## config.mk

```make
export PLATFORM = sky130hd
export DESIGN_NAME = slot_pool_linked_list_top
export DESIGN_NICKNAME = d
export VERILOG_FILES = /design/src/sv/spll_pkg.sv /design/src/sv/spll_ctrl.sv /design/src/sv/spll_dp.sv /design/src/sv/slot_pool_linked_list_top.sv
export SDC_FILE = /design/constraint.sdc
export NUM_CORES = 1
export LEC_CHECK = 0
export ABC_CLOCK_PERIOD_IN_PS = 4600
export BUFFER_PORTS_ARGS = -buffer_cell sky130_fd_sc_hd__buf_2
export CORE_MARGIN = 3
export CORE_UTILIZATION = 56
export DETAILED_ROUTE_END_ITERATION = 7
export PLACE_DENSITY = 0.81
export SYNTH_ARGS = -nofsm -noshare
export SYNTH_HDL_FRONTEND = slang
export SYNTH_SLANG_ARGS = --single-unit
```

## constraint.sdc

```tcl
create_clock -name clk -period 4.6 [get_ports clk]
set_clock_uncertainty 0.1 [all_clocks]
set_input_delay 0 -clock clk [delete_from_list [all_inputs] [get_ports clk]]
set_output_delay 0 -clock clk [all_outputs]
set_load 0.01 [all_outputs]
```

## src/sv/spll_pkg.sv

```systemverilog
// Shared types and constants for the slot pool linked list.
// Holds pool sizing, request and status codes, controller states and the
// command and status bundles between controller and datapath. No dependencies.
package spll_pkg;

	localparam int POOL_SLOTS = 32;
	localparam int TAG_BITS   = 32;
	localparam int SLOT_W     = $clog2(POOL_SLOTS);
	localparam int LINK_W     = SLOT_W + 1;
	localparam int CNT_W      = $clog2(POOL_SLOTS + 1);

	localparam logic [LINK_W-1:0] NULL_LINK = LINK_W'(POOL_SLOTS);
	localparam logic [CNT_W-1:0]  POOL_FULL = CNT_W'(POOL_SLOTS);

	localparam logic REQ_INSERT = 1'b0;
	localparam logic REQ_REMOVE = 1'b1;

	typedef enum logic [1:0] {
		ST_OK    = 2'd0,
		ST_FULL  = 2'd1,
		ST_EMPTY = 2'd2
	} status_t;

	typedef enum logic [2:0] {
		S_IDLE,
		S_LOOK,
		S_LINK,
		S_FIX,
		S_OUT
	} ctrl_state_t;

	typedef struct packed {
		logic    load_req;
		logic    find_free;
		logic    unlink;
		logic    link_new;
		logic    link_head;
		logic    set_status;
		status_t status_code;
		logic    emit;
	} cmd_t;

	typedef struct packed {
		logic is_remove;
		logic pool_full;
		logic slot_busy;
		logic out_busy;
	} dp_stat_t;

endpackage

```

## src/sv/spll_ctrl.sv

```systemverilog
// Controller state machine for the slot pool linked list.
// Sequences each request through look-up, linking and result hand-off.
// Depends on spll_pkg.
module spll_ctrl
	import spll_pkg::*;
(
	input  logic     clk,
	input  logic     arst_n,
	input  logic     in_valid,
	output logic     in_ready,
	input  dp_stat_t stat,
	output cmd_t     cmd
);

	ctrl_state_t state_q;
	ctrl_state_t state_nxt;

	always_ff @(posedge clk or negedge arst_n) begin
		if (!arst_n) begin
			state_q <= S_IDLE;
		end else begin
			state_q <= state_nxt;
		end
	end

	always_comb begin
		state_nxt = state_q;
		unique case (state_q)
			S_IDLE: begin
				if (in_valid) begin
					state_nxt = S_LOOK;
				end
			end
			S_LOOK: begin
				if (stat.is_remove || stat.pool_full) begin
					state_nxt = S_OUT;
				end else begin
					state_nxt = S_LINK;
				end
			end
			S_LINK: state_nxt = S_FIX;
			S_FIX:  state_nxt = S_OUT;
			S_OUT: begin
				if (!stat.out_busy) begin
					state_nxt = S_IDLE;
				end
			end
			default: state_nxt = S_IDLE;
		endcase
	end

	always_comb begin
		cmd      = '0;
		in_ready = 1'b0;
		unique case (state_q)
			S_IDLE: begin
				in_ready     = 1'b1;
				cmd.load_req = in_valid;
			end
			S_LOOK: begin
				if (stat.is_remove) begin
					cmd.set_status = 1'b1;
					if (stat.slot_busy) begin
						cmd.unlink      = 1'b1;
						cmd.status_code = ST_OK;
					end else begin
						cmd.status_code = ST_EMPTY;
					end
				end else if (stat.pool_full) begin
					cmd.set_status  = 1'b1;
					cmd.status_code = ST_FULL;
				end else begin
					cmd.find_free = 1'b1;
				end
			end
			S_LINK: cmd.link_new = 1'b1;
			S_FIX: begin
				cmd.link_head   = 1'b1;
				cmd.set_status  = 1'b1;
				cmd.status_code = ST_OK;
			end
			S_OUT: cmd.emit = !stat.out_busy;
			default: cmd = '0;
		endcase
	end

endmodule

```

## src/sv/spll_dp.sv

```systemverilog
// Datapath for the slot pool linked list: occupancy bits, tag and link
// memories, head, cursor and count registers, free-slot search and the
// result register. Depends on spll_pkg; driven by commands from spll_ctrl.
module spll_dp
	import spll_pkg::*;
(
	input  logic                clk,
	input  logic                arst_n,
	input  cmd_t                cmd,
	output dp_stat_t            stat,
	input  logic                req_type,
	input  logic [TAG_BITS-1:0] entry_tag,
	input  logic [SLOT_W-1:0]   slot_index,
	output logic                out_valid,
	input  logic                out_ready,
	output logic [1:0]          status,
	output logic [SLOT_W-1:0]   given_slot,
	output logic [SLOT_W-1:0]   head_slot,
	output logic                list_empty,
	output logic [CNT_W-1:0]    occupied_count
);

	logic [TAG_BITS-1:0] tag_mem  [POOL_SLOTS];
	logic [LINK_W-1:0]   next_mem [POOL_SLOTS];
	logic [LINK_W-1:0]   prev_mem [POOL_SLOTS];

	logic [POOL_SLOTS-1:0] used_q;
	logic [LINK_W-1:0]     head_q;
	logic [SLOT_W-1:0]     cursor_q;
	logic [CNT_W-1:0]      count_q;
	logic                  out_valid_q;

	logic                req_q;
	logic [TAG_BITS-1:0] tag_q;
	logic [SLOT_W-1:0]   idx_q;
	logic [SLOT_W-1:0]   pos_q;
	logic [LINK_W-1:0]   next_rd_q;
	logic [LINK_W-1:0]   prev_rd_q;
	status_t             status_q;
	logic [SLOT_W-1:0]   given_q;

	status_t           out_status_q;
	logic [SLOT_W-1:0] out_given_q;
	logic [SLOT_W-1:0] out_head_q;
	logic              out_empty_q;
	logic [CNT_W-1:0]  out_count_q;

	logic [2*POOL_SLOTS-1:0] free_dbl;
	logic [POOL_SLOTS-1:0]   free_rot;
	logic [SLOT_W-1:0]       free_off;
	logic [SLOT_W-1:0]       free_pos;

	logic              next_we;
	logic [SLOT_W-1:0] next_wa;
	logic [LINK_W-1:0] next_wd;
	logic              prev_we;
	logic [SLOT_W-1:0] prev_wa;
	logic [LINK_W-1:0] prev_wd;
	logic              head_null;

	assign head_null = (head_q == NULL_LINK);

	assign stat.is_remove = (req_q == REQ_REMOVE);
	assign stat.pool_full = (count_q == POOL_FULL);
	assign stat.slot_busy = used_q[idx_q];
	assign stat.out_busy  = out_valid_q && !out_ready;

	// The search looks at the free slots rotated so that the cursor sits at bit zero.
	assign free_dbl = {~used_q, ~used_q};
	assign free_rot = free_dbl[cursor_q +: POOL_SLOTS];

	always_comb begin
		free_off = '0;
		for (int i = POOL_SLOTS - 1; i >= 0; i--) begin
			if (free_rot[i]) begin
				free_off = SLOT_W'(i);
			end
		end
	end

	assign free_pos = cursor_q + free_off;

	always_comb begin
		next_we = 1'b0;
		next_wa = pos_q;
		next_wd = head_q;
		prev_we = 1'b0;
		prev_wa = pos_q;
		prev_wd = NULL_LINK;
		if (cmd.unlink) begin
			next_we = (prev_rd_q != NULL_LINK);
			next_wa = prev_rd_q[SLOT_W-1:0];
			next_wd = next_rd_q;
			prev_we = (next_rd_q != NULL_LINK);
			prev_wa = next_rd_q[SLOT_W-1:0];
			prev_wd = prev_rd_q;
		end else if (cmd.link_new) begin
			next_we = 1'b1;
			prev_we = 1'b1;
		end else if (cmd.link_head) begin
			prev_we = !head_null;
			prev_wa = head_q[SLOT_W-1:0];
			prev_wd = {1'b0, pos_q};
		end
	end

	always_ff @(posedge clk) begin
		if (next_we) begin
			next_mem[next_wa] <= next_wd;
		end
		if (prev_we) begin
			prev_mem[prev_wa] <= prev_wd;
		end
		if (cmd.link_new) begin
			tag_mem[pos_q] <= tag_q;
		end
		if (cmd.load_req) begin
			next_rd_q <= next_mem[slot_index];
			prev_rd_q <= prev_mem[slot_index];
		end
	end

	always_ff @(posedge clk or negedge arst_n) begin
		if (!arst_n) begin
			used_q      <= '0;
			head_q      <= NULL_LINK;
			cursor_q    <= '0;
			count_q     <= '0;
			out_valid_q <= 1'b0;
		end else begin
			if (cmd.unlink) begin
				used_q[idx_q] <= 1'b0;
				count_q       <= count_q - 1'b1;
				cursor_q      <= idx_q;
				if (prev_rd_q == NULL_LINK) begin
					head_q <= next_rd_q;
				end
			end
			if (cmd.link_new) begin
				used_q[pos_q] <= 1'b1;
				count_q       <= count_q + 1'b1;
				cursor_q      <= pos_q;
			end
			if (cmd.link_head) begin
				head_q <= {1'b0, pos_q};
			end
			if (cmd.emit) begin
				out_valid_q <= 1'b1;
			end else if (out_ready) begin
				out_valid_q <= 1'b0;
			end
		end
	end

	always_ff @(posedge clk) begin
		if (cmd.load_req) begin
			req_q <= req_type;
			tag_q <= entry_tag;
			idx_q <= slot_index;
		end
		if (cmd.find_free) begin
			pos_q <= free_pos;
		end
		if (cmd.set_status) begin
			status_q <= cmd.status_code;
			if (cmd.status_code == ST_FULL) begin
				given_q <= '0;
			end else if (req_q == REQ_REMOVE) begin
				given_q <= idx_q;
			end else begin
				given_q <= pos_q;
			end
		end
		if (cmd.emit) begin
			out_status_q <= status_q;
			out_given_q  <= given_q;
			out_head_q   <= head_null ? '0 : head_q[SLOT_W-1:0];
			out_empty_q  <= head_null;
			out_count_q  <= count_q;
		end
	end

	assign out_valid      = out_valid_q;
	assign status         = out_status_q;
	assign given_slot     = out_given_q;
	assign head_slot      = out_head_q;
	assign list_empty     = out_empty_q;
	assign occupied_count = out_count_q;

endmodule

```

## src/sv/slot_pool_linked_list_top.sv

```systemverilog
// Top level of the slot pool linked list: a 32-slot tag pool whose occupied
// slots form a doubly linked list. Depends on spll_pkg, spll_ctrl and spll_dp.
//
//   Channel  Signals               Beat
//   in       in_valid, in_ready    req_type, entry_tag, slot_index
//   out      out_valid, out_ready  status, given_slot, head_slot, list_empty, occupied_count
//
// An insert runs through search, slot write, head link and hand-off after acceptance, and a
// remove or refusal goes from look-up to hand-off, and idle comes before the next beat.
// One write port per link memory splits an insert's linking into slot write and head link.
// Reset clears occupancy, head, cursor and count at once; there is no clearing pass.
// A new request is taken while the previous result still waits in the output register,
// but the block stalls in hand-off while that result is still held there.
module slot_pool_linked_list_top
	import spll_pkg::*;
(
	input  logic                clk,
	input  logic                arst_n,
	input  logic                in_valid,
	output logic                in_ready,
	input  logic                req_type,
	input  logic [TAG_BITS-1:0] entry_tag,
	input  logic [SLOT_W-1:0]   slot_index,
	output logic                out_valid,
	input  logic                out_ready,
	output logic [1:0]          status,
	output logic [SLOT_W-1:0]   given_slot,
	output logic [SLOT_W-1:0]   head_slot,
	output logic                list_empty,
	output logic [CNT_W-1:0]    occupied_count
);

	cmd_t     cmd;
	dp_stat_t stat;

	spll_ctrl u_ctrl (
		.clk      (clk),
		.arst_n   (arst_n),
		.in_valid (in_valid),
		.in_ready (in_ready),
		.stat     (stat),
		.cmd      (cmd)
	);

	spll_dp u_dp (
		.clk            (clk),
		.arst_n         (arst_n),
		.cmd            (cmd),
		.stat           (stat),
		.req_type       (req_type),
		.entry_tag      (entry_tag),
		.slot_index     (slot_index),
		.out_valid      (out_valid),
		.out_ready      (out_ready),
		.status         (status),
		.given_slot     (given_slot),
		.head_slot      (head_slot),
		.list_empty     (list_empty),
		.occupied_count (occupied_count)
	);

endmodule
```

==> flow_metrics.py <==
metrics = {
    "outcome": {
        "outcome": "complete, no violations",
    },
    "detailed_routing": {
        "wl_per_cell_um": 28.40,
        "wirelength_um": 59190,
        "first_pass_iters": 5,
        "drc": 0,
        "drtIter0Drc": 1871,
        "detail-route-antenna-nets": 0,
        "via_per_inst": 6.959,
        "num_vias": 14500,
    },
    "clock_network": {
        "clock_sinks": 486,
        "cts_buffers": 45,
        "cts_root_buf": "clkbuf_16",
        "htreeDepth": 2,
        "max-clock-path-buffers": 3,
        "clk_latency_ns": 0.56,
        "cts_tree": "done",
        "clk_pin_slew_ns": 0.06,
    },
    "sta": {
        "setup_viol": 0,
        "hold_viol": 0,
        "drv_slew": 0,
        "fin_setup_tns_ns": 0,
        "fin_crit_ns": 4.442,
        "fin_crit_sh": 0.9657,
        "tightest_slew_ns": 1.249,
        "slew_headroom": 0.1635,
        "fmax_mhz": 225.1,
    },
    "floorplanning": {
        "rows": 75,
        "chipHeight_um": 213.2,
        "initial_core_util": 0.5696,
        "dieArea_mm2": 0.04547,
        "coreArea_mm2": 0.04223,
        "fp.dieW_um": 213.2,
        "io_pins": 63,
    },
    "cells_and_area": {
        "nNetsFinal": 1562,
        "drive_above_1_share": 0.3456,
        "area_growth_syn_to_layout_pct": 11.63,
        "fin_area_mm2": 0.02685,
        "mostFrequentLayoutCells": "edfxtp_1, mux4_2, buf_4, nand2_1, mux2i_1",
        "insertedDiodeCount": 0,
        "n_fill_cell": 2797,
        "layout_commonest_cell": "edfxtp_1",
    },
    "synth": {
        "syn_nets": 1476,
        "synthArstFlopShare": 0.1091,
        "syn_avg_cell_area_um2": 16.89,
        "syn_inst": 1424,
        "synth_edf_count": 433,
        "yosysSeqAreaShare": 0.5958,
        "synthFlopType": "edfxtp_1",
        "synth_seq_cells": 486,
        "ys_types": 71,
        "synthesis.area_mm2": 0.02405,
        "ys_warn_count": 0,
    },
    "pwr": {
        "power.leakage_nw": 9.112,
        "p_comb_frac": 0.370,
        "peakVddDrop_v": 0.0004439,
        "p_int_mw": 10.22,
        "p_sw_mw": 5.216,
        "seq_power_share": 0.399,
        "powerDensity_mw_per_mm2": 575.0,
        "clkPwrFrac": 0.231,
        "p_sw_frac": 0.3379,
    },
    "worst_setup_path": {
        "worstPathRequired_ns": 4.79,
        "path_class": "flip-flop to flip-flop",
        "worst_setup_path_end_kind": "flip-flop",
        "path_cells": "buf_4 -> mux2_1 -> mux4_2 -> mux4_2 -> or2_1 -> a21bo_1 -> a211oi_2 -> o21ba_1 -> nor2_1 -> ha_2 -> inv_1 -> fa_2 -> inv_1 -> a21o_1 -> a21oi_1 -> xnor2_1 -> xnor2_1",
        "slowest_stage": "dfrtp_4",
        "timing.rr.start": "u_dp.cursor_q[0]",
        "r2r_end": "u_dp.pos_q[4]",
        "max_stage_delay_ns": 0.53,
        "critPathLaunchType": "flip-flop",
        "reg2reg_slack_ns": 0.16,
        "cp_max_fo": 7,
        "crit_arrival_ns": 4.64,
        "reg2regPathDepth": 17,
    },
    "flow_run": {
        "maxCapViolCount": 0,
    },
    "global_route": {
        "grt.total_usage": 0.2672,
        "grt_pass1_wl_um": 91020,
        "antenna_found_initial": 0,
        "overflow": 0,
        "grt_pass1_vias": 14610,
        "grt_max_degree": 61,
    },
    "worst_hold_path": {
        "hp-class": "input pin to async pin",
    },
    "placement": {
        "port_buffers": 30,
        "hpwl_um": 39240,
        "gp_congestion": 0.9690,
        "place_area_mm2": 0.02530,
    },
}
## power by group through the flow
| stage | Sequential (mW) | Combinational (mW) | Clock, mW |
|---|---|---|---|
| after global placement | 6.20 | 5.37 | 0 |
| after detailed placement | 6.22 | 5.50 | 0 |
| final | 6.16 | 5.71 | 3.57 |
| after CTS | 6.14 | 5.54 | 3.60 |
| after global routing | 6.18 | 6.10 | 3.78 |
| after floorplan | 5.83 | 4.12 | 0 |
## sequential cells by signal, summed over array words and instances (netlist names), 2 cells and up
signal and count:
u_ctrl.state_q 3, u_dp.count_q 6, u_dp.cursor_q 5, u_dp.given_q 5, u_dp.given_slot 5, u_dp.head_q 6, u_dp.head_slot 5, u_dp.idx_q 5
u_dp.next_mem 192, u_dp.next_rd_q 6, u_dp.occupied_count 6, u_dp.pos_q 5, u_dp.prev_mem 192, u_dp.prev_rd_q 6, u_dp.status 2, u_dp.status_q 2
u_dp.used_q 32
## through the flow
step           utilization  instances  hold WS [ns]  power [mW]  setup slack (ns)
2_1_floorplan            -       1424       -0.3956       9.954            0.1972
4_1_cts             0.6337       2078      0.008561       15.27           0.02444
6_report            0.6358       2084       0.02965       15.44            0.1578
5_1_grt             0.6358       2084       0.02793       16.06          -0.04494
3_5_place_dp        0.5991       1991       0.07711       11.72           0.02802
3_3_place_gp        0.5991       1991       0.05997       11.57           0.03532
## Yosys cell counts (all sizes together) (6+ instances only)
| library cell | number | area, µm² |
|---|---|---|
| buf | 44 | 274.0 |
| o31ai | 9 | 67.56 |
| mux4 | 234 | 5274 |
| or3 | 6 | 42.54 |
| o2bb2ai | 8 | 70.07 |
| dfrtp | 52 | 1301 |
| a21oi | 15 | 75.07 |
| nand3b | 10 | 75.07 |
| mux2i | 76 | 760.7 |
| nand2b | 13 | 81.33 |
| a211oi | 7 | 52.55 |
| clkbuf | 82 | 307.8 |
| mux2 | 53 | 596.8 |
| nor2b | 9 | 56.30 |
| nand2 | 81 | 304.0 |
| xnor2 | 8 | 70.07 |
| nor3 | 40 | 200.2 |
| ha | 8 | 100.1 |
| edfxtp | 433 | 13000 |
| inv | 13 | 48.79 |
| or2 | 6 | 37.54 |
| nor2 | 70 | 262.8 |
| and3 | 6 | 37.54 |
| nand3 | 26 | 130.1 |
| o21ai | 52 | 260.3 |
## kinds of logic after synthesis
family                   after synthesis  synth area share
adder cells (fa/ha/maj)               10          0.005827
AO/OA/AOI/OAI                        129           0.03512
flip-flops                           486            0.5958
multiplexers                         363            0.2757
XOR/XNOR                               9          0.003278
AND/OR/NAND/NOR                      288           0.05805
buffers and inverters                139           0.02622
## repair_timing
item | in CTS | in global routing
gates resized for setup | 0 | 13
hold buffers | 5 | 0
buffers inserted | 0 | 7
setup endpoints to repair | 0 | 7
endpoints found under the hold margin | 69 | 0
## final cells by class
class                      instances  area [µm²]  share of cell area
inverter                          13       48.80            0.001817
timing repair buffer             165        1242             0.04627
tap                              539       674.4             0.02512
clock inverter                    19       153.9            0.005732
multi-input combinational        799        9133              0.3401
sequential                       486       14340              0.5341
clock buffer                      63        1256             0.04679
## metal layers
layer  up-vias  routed length (µm)  track usage
li1       5962                   -            -
met1      7472               22780       0.3830
met2       926               28770       0.4288
met3       143                6115      0.05745
met4         0                1522      0.06541
met5         -                   0            0
## critical path: cells and delay by family (launching register included)
| family | cells | cell delay (ns) |
|---|---|---|
| AO/OA/AOI/OAI | 5 | 0.78 |
| XOR/XNOR | 2 | 0.27 |
| adder cells (fa/ha/maj) | 2 | 0.56 |
| buffers and inverters | 3 | 0.28 |
| flip-flops | 1 | 0.53 |
| multiplexers | 3 | 1.33 |
| AND/OR/NAND/NOR | 2 | 0.35 |
## worst max path at each step
stage | start | to | slack, ns | cells after the start
after floorplan | u_dp.cursor_q[0] | u_dp.pos_q[4] | 0.20 | 20
after global placement | u_dp.cursor_q[0] | u_dp.pos_q[4] | 0.04 | 17
after detailed placement | u_dp.cursor_q[0] | u_dp.pos_q[4] | 0.03 | 13
after CTS | u_dp.cursor_q[0] | u_dp.pos_q[4] | 0.02 | 13
after global routing | u_dp.cursor_q[0] | u_dp.pos_q[4] | -0.04 | 17
final | u_dp.cursor_q[0] | u_dp.pos_q[4] | 0.16 | 17
Note: power is estimated with default switching activity, not from simulation.
